## src/rtl/c8exe_pkg.sv

```systemverilog
// Shared types and constants of the CHIP-8 instruction execute unit.
`timescale 1ns / 1ps
`default_nettype none

package c8exe_pkg;

	// Field widths of the instruction and result channels.
	localparam int OPCODE_W  = 16;
	localparam int BYTE_W    = 8;
	localparam int INDEX_W   = 16;
	localparam int NEXT_PC_W = 12;
	localparam int NREGS     = 16;
	localparam int REG_IDX_W = 4;

	// Program start address after reset.
	localparam logic [15:0] PC_START = 16'h0200;

	// Whole-word system instructions.
	localparam logic [OPCODE_W-1:0] OP_CLS = 16'h00E0;
	localparam logic [OPCODE_W-1:0] OP_RET = 16'h00EE;

	// The flag register VF.
	localparam logic [REG_IDX_W-1:0] FLAG_REG = 4'hF;

	// Instruction groups, selected by the top nibble of the opcode.
	typedef enum logic [3:0] {
		GRP_SYS     = 4'h0,
		GRP_JP      = 4'h1,
		GRP_CALL    = 4'h2,
		GRP_SE_IMM  = 4'h3,
		GRP_SNE_IMM = 4'h4,
		GRP_SE_REG  = 4'h5,
		GRP_LD_IMM  = 4'h6,
		GRP_ADD_IMM = 4'h7,
		GRP_ALU     = 4'h8,
		GRP_SNE_REG = 4'h9,
		GRP_LD_I    = 4'hA,
		GRP_JP_V0   = 4'hB,
		GRP_RND     = 4'hC,
		GRP_DRW     = 4'hD,
		GRP_SKP     = 4'hE,
		GRP_MISC    = 4'hF
	} grp_t;

	// ALU operations, selected by the low nibble of an 8xyN instruction.
	typedef enum logic [3:0] {
		ALU_LD   = 4'h0,
		ALU_OR   = 4'h1,
		ALU_AND  = 4'h2,
		ALU_XOR  = 4'h3,
		ALU_ADD  = 4'h4,
		ALU_SUB  = 4'h5,
		ALU_SHR  = 4'h6,
		ALU_SUBN = 4'h7,
		ALU_SHL  = 4'hE
	} alu_t;

	// Fxkk sub-operations, selected by the low byte.
	localparam logic [7:0] FOP_LD_VX_DT = 8'h07;
	localparam logic [7:0] FOP_LD_DT    = 8'h15;
	localparam logic [7:0] FOP_LD_ST    = 8'h18;
	localparam logic [7:0] FOP_ADD_I    = 8'h1E;

endpackage

`default_nettype wire

```

## src/rtl/chip8_instruction_execute_unit.sv

```systemverilog
// CHIP-8 instruction execute unit: register file, stack, timers and program counter.
`timescale 1ns / 1ps
`default_nettype none

// Executes one CHIP-8 instruction per transfer on the input channel, fetched
// outside at the address last shown on next_pc (0x200 after reset). A transfer
// loads the instruction and its two byte-register operands into the input
// register; it executes from there into the result register once that register is
// free or being taken, and a new instruction can be taken every cycle while the
// output does not stall. The sustained rate of one instruction per cycle is set
// by the loop from the architectural state through the execute logic
// and back. Operand reads forward the writes of the instruction executing in the
// same cycle, so dependent instructions may follow each other directly. The
// outputs show the state after the instruction; CLS appears as a one-result
// pulse on clear_display, and drawing, key, BCD, font and memory transfer
// instructions are flagged on unsupported and only advance the program counter.
// Program counter and stack pointer wrap. There is no clearing pass after reset.
module chip8_instruction_execute_unit #(
	parameter int STACK_DEPTH = 16,
	parameter int ADDR_BITS   = 12
) (
	input  wire                                   clk,
	input  wire                                   arst_n,
	input  wire                                   in_valid,
	output logic                                  in_stall,
	input  wire  [c8exe_pkg::OPCODE_W-1:0]        opcode,
	input  wire  [c8exe_pkg::BYTE_W-1:0]          random_byte,
	output logic                                  out_valid,
	input  wire                                   out_stall,
	output logic [c8exe_pkg::NEXT_PC_W-1:0]       next_pc,
	output logic                                  clear_display,
	output logic [c8exe_pkg::INDEX_W-1:0]         index_value,
	output logic [c8exe_pkg::BYTE_W-1:0]          delay_value,
	output logic [c8exe_pkg::BYTE_W-1:0]          sound_value,
	output logic                                  unsupported
);

	import c8exe_pkg::*;

	localparam int SP_W = (STACK_DEPTH > 1) ? $clog2(STACK_DEPTH) : 1;
	localparam logic [SP_W-1:0] SP_LAST = SP_W'(STACK_DEPTH - 1);

	// Handshake state.
	logic                 s1_valid_q;
	logic                 out_valid_q;
	logic                 accept;
	logic                 exec_go;

	// Input register.
	logic [OPCODE_W-1:0]  op_s1;
	logic [BYTE_W-1:0]    rnd_s1;
	logic [BYTE_W-1:0]    vx_s1;
	logic [BYTE_W-1:0]    vy_s1;

	// Architectural state.
	logic [ADDR_BITS-1:0] pc_q;
	logic [INDEX_W-1:0]   index_q;
	logic [BYTE_W-1:0]    delay_q;
	logic [BYTE_W-1:0]    sound_q;
	logic [SP_W-1:0]      sp_q;
	logic [ADDR_BITS-1:0] tos_q;
	logic [BYTE_W-1:0]    vf_q;
	logic [BYTE_W-1:0]    v0_q;
	logic [NREGS-1:0]     rf_vld_q;
	logic [BYTE_W-1:0]    rf_mem [NREGS];
	logic [ADDR_BITS-1:0] stack_mem [STACK_DEPTH];

	// Result register.
	logic                 cls_q;
	logic                 unsup_q;

	// Decoded fields.
	grp_t                 grp;
	alu_t                 alu;
	logic [REG_IDX_W-1:0] x_s1;
	logic [7:0]           kk;
	logic [11:0]          nnn;

	// Execute results.
	logic [ADDR_BITS-1:0] pc_inc;
	logic [ADDR_BITS-1:0] pc_skip;
	logic [ADDR_BITS-1:0] pc_nnn;
	logic [ADDR_BITS-1:0] pc_v0;
	logic [ADDR_BITS-1:0] pc_d;
	logic [SP_W-1:0]      sp_inc;
	logic [SP_W-1:0]      sp_dec;
	logic [SP_W-1:0]      sp_d;
	logic [SP_W-1:0]      sp_rd;
	logic                 push;
	logic [INDEX_W-1:0]   index_d;
	logic [BYTE_W-1:0]    delay_d;
	logic [BYTE_W-1:0]    sound_d;
	logic                 wr_vx;
	logic [BYTE_W-1:0]    res;
	logic                 flag_we;
	logic                 flag;
	logic                 flag_last;
	logic                 cls;
	logic                 unsup;
	logic                 x_is_f;
	logic                 rf_we;
	logic                 vf_we;
	logic [BYTE_W-1:0]    vf_wd;
	logic [BYTE_W-1:0]    vf_next;

	// Operand read addresses of the arriving instruction and their forwarding hits.
	logic [REG_IDX_W-1:0] in_x;
	logic [REG_IDX_W-1:0] in_y;
	logic                 hit_x;
	logic                 hit_y;

	// Flow control: the input register empties into the result register.
	assign exec_go  = s1_valid_q && (!out_valid_q || !out_stall);
	assign in_stall = s1_valid_q && !exec_go;
	assign accept   = in_valid && !in_stall;

	always_ff @(posedge clk or negedge arst_n) begin
		if (!arst_n) begin
			s1_valid_q  <= 1'b0;
			out_valid_q <= 1'b0;
		end else begin
			if (accept) begin
				s1_valid_q <= 1'b1;
			end else if (exec_go) begin
				s1_valid_q <= 1'b0;
			end
			if (exec_go) begin
				out_valid_q <= 1'b1;
			end else if (!out_stall) begin
				out_valid_q <= 1'b0;
			end
		end
	end

	// Field decode.
	assign grp  = grp_t'(op_s1[15:12]);
	assign alu  = alu_t'(op_s1[3:0]);
	assign x_s1 = op_s1[11:8];
	assign kk   = op_s1[7:0];
	assign nnn  = op_s1[11:0];

	// Program counter and stack pointer candidates.
	assign pc_inc  = pc_q + ADDR_BITS'(2);
	assign pc_skip = pc_q + ADDR_BITS'(4);
	assign pc_nnn  = ADDR_BITS'(nnn);
	assign pc_v0   = pc_nnn + ADDR_BITS'(v0_q);
	assign sp_inc  = (sp_q == SP_LAST) ? '0 : sp_q + SP_W'(1);
	assign sp_dec  = (sp_q == '0) ? SP_LAST : sp_q - SP_W'(1);
	assign sp_rd   = (sp_d == '0) ? SP_LAST : sp_d - SP_W'(1);

	// Instruction execute.
	always_comb begin
		pc_d      = pc_inc;
		sp_d      = sp_q;
		push      = 1'b0;
		index_d   = index_q;
		delay_d   = delay_q;
		sound_d   = sound_q;
		wr_vx     = 1'b0;
		res       = vx_s1;
		flag_we   = 1'b0;
		flag      = 1'b0;
		flag_last = 1'b0;
		cls       = 1'b0;
		unsup     = 1'b0;
		case (grp)
			GRP_SYS: begin
				if (op_s1 == OP_CLS) begin
					cls = 1'b1;
				end else if (op_s1 == OP_RET) begin
					sp_d = sp_dec;
					pc_d = tos_q;
				end else begin
					unsup = 1'b1;
				end
			end
			GRP_JP: begin
				pc_d = pc_nnn;
			end
			GRP_CALL: begin
				push = 1'b1;
				sp_d = sp_inc;
				pc_d = pc_nnn;
			end
			GRP_SE_IMM: begin
				if (vx_s1 == kk) pc_d = pc_skip;
			end
			GRP_SNE_IMM: begin
				if (vx_s1 != kk) pc_d = pc_skip;
			end
			GRP_SE_REG: begin
				if (vx_s1 == vy_s1) pc_d = pc_skip;
			end
			GRP_SNE_REG: begin
				if (vx_s1 != vy_s1) pc_d = pc_skip;
			end
			GRP_LD_IMM: begin
				wr_vx = 1'b1;
				res   = kk;
			end
			GRP_ADD_IMM: begin
				wr_vx = 1'b1;
				res   = vx_s1 + kk;
			end
			GRP_ALU: begin
				wr_vx = 1'b1;
				case (alu)
					ALU_LD:  res = vy_s1;
					ALU_OR:  res = vx_s1 | vy_s1;
					ALU_AND: res = vx_s1 & vy_s1;
					ALU_XOR: res = vx_s1 ^ vy_s1;
					ALU_ADD: begin
						{flag, res} = {1'b0, vx_s1} + {1'b0, vy_s1};
						flag_we     = 1'b1;
						flag_last   = 1'b1;
					end
					ALU_SUB: begin
						res     = vx_s1 - vy_s1;
						flag    = vx_s1 > vy_s1;
						flag_we = 1'b1;
					end
					ALU_SHR: begin
						res     = {1'b0, vx_s1[7:1]};
						flag    = vx_s1[0];
						flag_we = 1'b1;
					end
					ALU_SUBN: begin
						res     = vy_s1 - vx_s1;
						flag    = vy_s1 > vx_s1;
						flag_we = 1'b1;
					end
					ALU_SHL: begin
						res     = {vx_s1[6:0], 1'b0};
						flag    = vx_s1[7];
						flag_we = 1'b1;
					end
					default: begin
						wr_vx = 1'b0;
						unsup = 1'b1;
					end
				endcase
			end
			GRP_LD_I: begin
				index_d = INDEX_W'(nnn);
			end
			GRP_JP_V0: begin
				pc_d = pc_v0;
			end
			GRP_RND: begin
				wr_vx = 1'b1;
				res   = kk & rnd_s1;
			end
			GRP_MISC: begin
				case (kk)
					FOP_LD_VX_DT: begin
						wr_vx = 1'b1;
						res   = delay_q;
					end
					FOP_LD_DT:    delay_d = vx_s1;
					FOP_LD_ST:    sound_d = vx_s1;
					FOP_ADD_I:    index_d = index_q + INDEX_W'(vx_s1);
					default:      unsup = 1'b1;
				endcase
			end
			default: begin
				unsup = 1'b1;
			end
		endcase
	end

	// Register write resolution. For ADD the carry lands in VF after the sum;
	// for the other flag operations the result lands in VF after the flag.
	assign x_is_f  = (x_s1 == FLAG_REG);
	assign rf_we   = wr_vx && !x_is_f;
	assign vf_we   = flag_we || (wr_vx && x_is_f);
	assign vf_wd   = (wr_vx && x_is_f && !flag_last) ? res :
	                 (flag_we ? BYTE_W'(flag) : res);
	assign vf_next = (exec_go && vf_we) ? vf_wd : vf_q;

	// Operand forwarding for the instruction arriving in this cycle.
	assign in_x  = opcode[11:8];
	assign in_y  = opcode[7:4];
	assign hit_x = exec_go && rf_we && (x_s1 == in_x);
	assign hit_y = exec_go && rf_we && (x_s1 == in_y);

	// Input register and V0..VE register file with registered reads.
	always_ff @(posedge clk) begin
		if (accept) begin
			op_s1  <= opcode;
			rnd_s1 <= random_byte;
			if (in_x == FLAG_REG) begin
				vx_s1 <= vf_next;
			end else if (hit_x) begin
				vx_s1 <= res;
			end else if (!rf_vld_q[in_x]) begin
				vx_s1 <= '0;
			end else begin
				vx_s1 <= rf_mem[in_x];
			end
			if (in_y == FLAG_REG) begin
				vy_s1 <= vf_next;
			end else if (hit_y) begin
				vy_s1 <= res;
			end else if (!rf_vld_q[in_y]) begin
				vy_s1 <= '0;
			end else begin
				vy_s1 <= rf_mem[in_y];
			end
		end
		if (exec_go && rf_we) begin
			rf_mem[x_s1] <= res;
		end
	end

	// Return stack with the top entry held in a registered read.
	always_ff @(posedge clk) begin
		if (exec_go) begin
			if (push) begin
				stack_mem[sp_q] <= pc_inc;
				tos_q           <= pc_inc;
			end else begin
				tos_q <= stack_mem[sp_rd];
			end
		end
	end

	// Architectural state and result flags.
	always_ff @(posedge clk or negedge arst_n) begin
		if (!arst_n) begin
			pc_q     <= ADDR_BITS'(PC_START);
			index_q  <= '0;
			delay_q  <= '0;
			sound_q  <= '0;
			sp_q     <= '0;
			vf_q     <= '0;
			v0_q     <= '0;
			rf_vld_q <= '0;
			cls_q    <= 1'b0;
			unsup_q  <= 1'b0;
		end else if (exec_go) begin
			pc_q    <= pc_d;
			index_q <= index_d;
			delay_q <= delay_d;
			sound_q <= sound_d;
			sp_q    <= sp_d;
			vf_q    <= vf_wd & {BYTE_W{vf_we}} | vf_q & {BYTE_W{!vf_we}};
			if (rf_we) begin
				rf_vld_q[x_s1] <= 1'b1;
				if (x_s1 == '0) v0_q <= res;
			end
			cls_q   <= cls;
			unsup_q <= unsup;
		end
	end

	// The result shows the state after the instruction; it only changes on execute.
	assign out_valid     = out_valid_q;
	assign next_pc       = pc_q[NEXT_PC_W-1:0];
	assign clear_display = cls_q;
	assign index_value   = index_q;
	assign delay_value   = delay_q;
	assign sound_value   = sound_q;
	assign unsupported   = unsup_q;

endmodule

`default_nettype wire

```

## config.mk

```make
export PLATFORM = sky130hd
export DESIGN_NAME = chip8_instruction_execute_unit
export DESIGN_NICKNAME = d
export VERILOG_FILES = /design/src/rtl/c8exe_pkg.sv /design/src/rtl/chip8_instruction_execute_unit.sv
export SDC_FILE = /design/constraint.sdc
export NUM_CORES = 1
export LEC_CHECK = 0
export BUFFER_PORTS_ARGS = -buffer_cell sky130_fd_sc_hd__buf_4
export CORE_ASPECT_RATIO = 0.75
export CORE_UTILIZATION = 63
export CTS_BUF_LIST = sky130_fd_sc_hd__clkbuf_4 sky130_fd_sc_hd__clkbuf_8 sky130_fd_sc_hd__clkbuf_16
export CTS_CLUSTER_DIAMETER = 40
export DETAILED_ROUTE_END_ITERATION = 12
export PLACE_DENSITY = 0.81
export SLEW_MARGIN = 5
export SYNTH_ARGS = -nofsm -noshare
export SYNTH_HDL_FRONTEND = slang
export SYNTH_SLANG_ARGS = --single-unit
```

## constraint.sdc

```tcl
create_clock -name clk -period 6.1 [get_ports clk]
set_clock_uncertainty 0.2 [all_clocks]
set_input_delay 0.915 -clock clk [delete_from_list [all_inputs] [get_ports clk]]
set_output_delay 0.915 -clock clk [all_outputs]
set_load 0.01 [all_outputs]
```

==> results.sh <==
export IMPL_synth_cell_area_sq_um=23380
export IMPL_reg2reg_from="op_s1[14]$_DFFE_PP_"
export IMPL_final_hold_viol_count=0
export IMPL_htree_levels=2
export IMPL_grt_util_all_layers_pct=33.00
export IMPL_core_area_sq_um=36180
export IMPL_die_width_um=224.4
export IMPL_regArea_sq_um=13270
export IMPL_synth_cell_types=74
export IMPL_r2r_end="tos_q[11]$_DFFE_PP_"
export IMPL_finalSetupTns_ns=0
export IMPL_async_flop_share_pct=18.42
export IMPL_cts_root_buf="clkbuf_16"
export IMPL_grt_start_max_net_pins=57
export IMPL_drt_total_wl_mm=61.85
export IMPL_synth_most_common_cell="edfxtp_1"
export IMPL_finalNonFillerCells=2402
export IMPL_slew_headroom_pct=13.87
export IMPL_yosysWarnings=0
export IMPL_syn_inst=1781
export IMPL_yosys_area_top_type="edfxtp_1"
export IMPL_post_drt_wl_per_cell_um=25.75
export IMPL_place_congestion=0.9908
export IMPL_antenna_found_initial=2
export IMPL_via_per_inst=6.818
export IMPL_maxCapViolations=0
export IMPL_finalCritPeriodShare_pct=90.92
export IMPL_post_cts_resized=0
export IMPL_synth_top_area_share_pct=47.78
export IMPL_worst_path_max_fanout=21
export IMPL_synth_edf_count=372
export IMPL_synth_avg_cell_area_sq_um=13.13
export IMPL_setup_slack_ns=0.5539
export IMPL_crit_start="op_s1[14]$_DFFE_PP_"
export IMPL_drtPass1Iterations=6
export IMPL_hold_path_class="in -> async"
export IMPL_first_iter_violations=2231
export IMPL_arrival_ns=5.74
export IMPL_r2r_setup_slack_ns=0.55
export IMPL_end_kind="flip-flop"
export IMPL_syn_to_final_growth_pct=12.43
export IMPL_ioPinCount=76
export IMPL_ys_top_cells_by_count="372 x edfxtp_1, 143 x nand2_1, 104 x nor2_1"
export IMPL_layout_nets=1962
export IMPL_drc=0
export IMPL_drive_above_1_share_pct=18.96
export IMPL_fillers=2379
export IMPL_rows=60
export IMPL_cp_required_ns=6.29
export IMPL_clk_latency_ns=0.59
export IMPL_die_area_sq_um=37890
export IMPL_ant_nets=0
export IMPL_rr_worst_depth=11
export IMPL_yosys_top_cells_area="edfxtp_1 48%, mux4_2 9.8%, dfrtp_1 8.9%"
export IMPL_cts_path_max_buffers=3
export IMPL_p_leak_nw=9.616
export IMPL_numCtsBuffers=48
export IMPL_ir_worst_vdd_v=0.0003158
export IMPL_ys_flop_type="edfxtp_1"
export IMPL_clock_sinks=456
export IMPL_power_total_mw=9.756
export IMPL_cts_tree="yes"
export IMPL_post_cts_buffers=0
export IMPL_status="finished, final reports clean"
export IMPL_synth_seq_cells=456
export IMPL_start_kind="flip-flop"
export IMPL_grt_pass1_wl_mm=93.74
export IMPL_hpwl_mm=40.80
export IMPL_multiInputGateArea_sq_um=9540
export IMPL_clkTransAtPathRegs_ns=0.07
export IMPL_fin_crit_ns=5.546
export IMPL_rsz0062_at_grt="false"
export IMPL_ys_seq_area_share_pct=56.78
export IMPL_setup_violations=0
export IMPL_start_util_pct=64.61
export IMPL_place_inst=2311
export IMPL_worst_pin_slew_ns=1.287
export IMPL_overflow=0
export IMPL_dpl_instance_area_sq_um=24640
export IMPL_preCtsSetupSlack_ns=0.6996
export IMPL_critical_path_class="reg -> reg"
export IMPL_ctsHoldBuffers=0
export IMPL_final_cell_area_sq_um=26290
export IMPL_cellPowerDensity_nw_per_um2=371.2
export IMPL_io_buffers=75
export IMPL_die_h_um=168.8
export IMPL_drv_slew=0
export IMPL_vias=16380
export IMPL_clock_fmax_ghz=0.1803
export IMPL_grt_pass1_vias=15590
## worst max path at each step
stage	to	slack [ns]	cells after the start
floorplan	tos_q[10]$_DFFE_PP_	1.64	16
global placement	tos_q[11]$_DFFE_PP_	1.04	14
detailed placement	tos_q[11]$_DFFE_PP_	0.70	14
CTS	tos_q[11]$_DFFE_PP_	0.62	14
global route	tos_q[9]$_DFFE_PP_	0.39	14
finish	tos_q[11]$_DFFE_PP_	0.55	11
## power breakdown
group          total (mW)  switching, mW  internal, mW
clock                2.96           1.29          1.67
sequential           4.09          0.279          3.81
combinational        2.71           1.63          1.08
## flip-flops by register name, summed over array words and instances, names as in the netlist, 12 cells and up, named ones only
register and flops:
op_s1 16, stack_mem 192, rf_mem 128, tos_q 12, index_value 16, next_pc 12
rf_vld_q 16
## stage by stage
step	hold WS [ns]	utilization (%)
2_1_floorplan	0.2402	-
3_3_place_gp	0.1774	68.09
3_5_place_dp	0.1880	68.09
4_1_cts	0.05057	72.59
5_1_grt	0.08011	72.64
6_report	0.04460	72.64
## cells in the final DEF (no fill, tap or decap), types with 26 or more instances in the layout
| cell | synthesis | layout |
|---|---|---|
| xor2_1 | 28 | 28 |
| nand3_1 | 30 | 30 |
| mux4_2 | 102 | 102 |
| inv_1 | 58 | 58 |
| ha_1 | 63 | 63 |
| nand2_1 | 143 | 143 |
| nor2_1 | 104 | 103 |
| edfxtp_1 | 372 | 372 |
| mux2i_1 | 100 | 100 |
| dfrtp_1 | 83 | 83 |
| a21oi_1 | 81 | 81 |
| o21ai_0 | 93 | 92 |
| clkbuf_16 | 0 | 48 |
| nor3_1 | 31 | 26 |
| buf_4 | 9 | 130 |
| o22ai_1 | 41 | 41 |
## worst max-delay path, stage by stage, from the launching register on
cell and delay [ns]:
edfxtp_1 0.64, or4_1 0.79, nor4_4 0.68, a211oi_1 0.27, ha_1 0.33, nand2_1 0.08, a211oi_1 0.06, a211oi_1 0.78
nand2b_1 0.75, o221ai_1 0.44, nor2_1 0.11, o31ai_1 0.21
## cell type report
class	instances	share of cell area [%]
timing repair buffer	131	3.789
sequential	456	50.50
multi-input combinational	1169	36.30
tap	496	2.361
antenna	2	0.01904
inverter	59	0.8425
clock inverter	32	1.295
clock buffer	57	4.898
## cell families (layout without fill, tap and decap cells)
kind of cell             after synthesis  count (layout)  share of synthesized area (%)
adder cells (fa/ha/maj)               69              69                          3.885
other                                  1              10                        0.01604
flip-flops                           456             456                          56.78
buffers and inverters                163             279                          2.826
AND/OR/NAND/NOR                      443             443                          9.312
multiplexers                         207             207                          14.35
XOR/XNOR                              56              56                          2.098
AO/OA/AOI/OAI                        386             386                          10.74
## per-layer routing
layer,up-vias,global-route usage (%),part of all wire [%]
met2,1020,48.67,45
met4,0,9.967,2.7
met3,139,7.099,12
li1,7064,-,-
met5,-,0,0
met1,8155,49.62,41
Power figures use the tool's default switching activity.
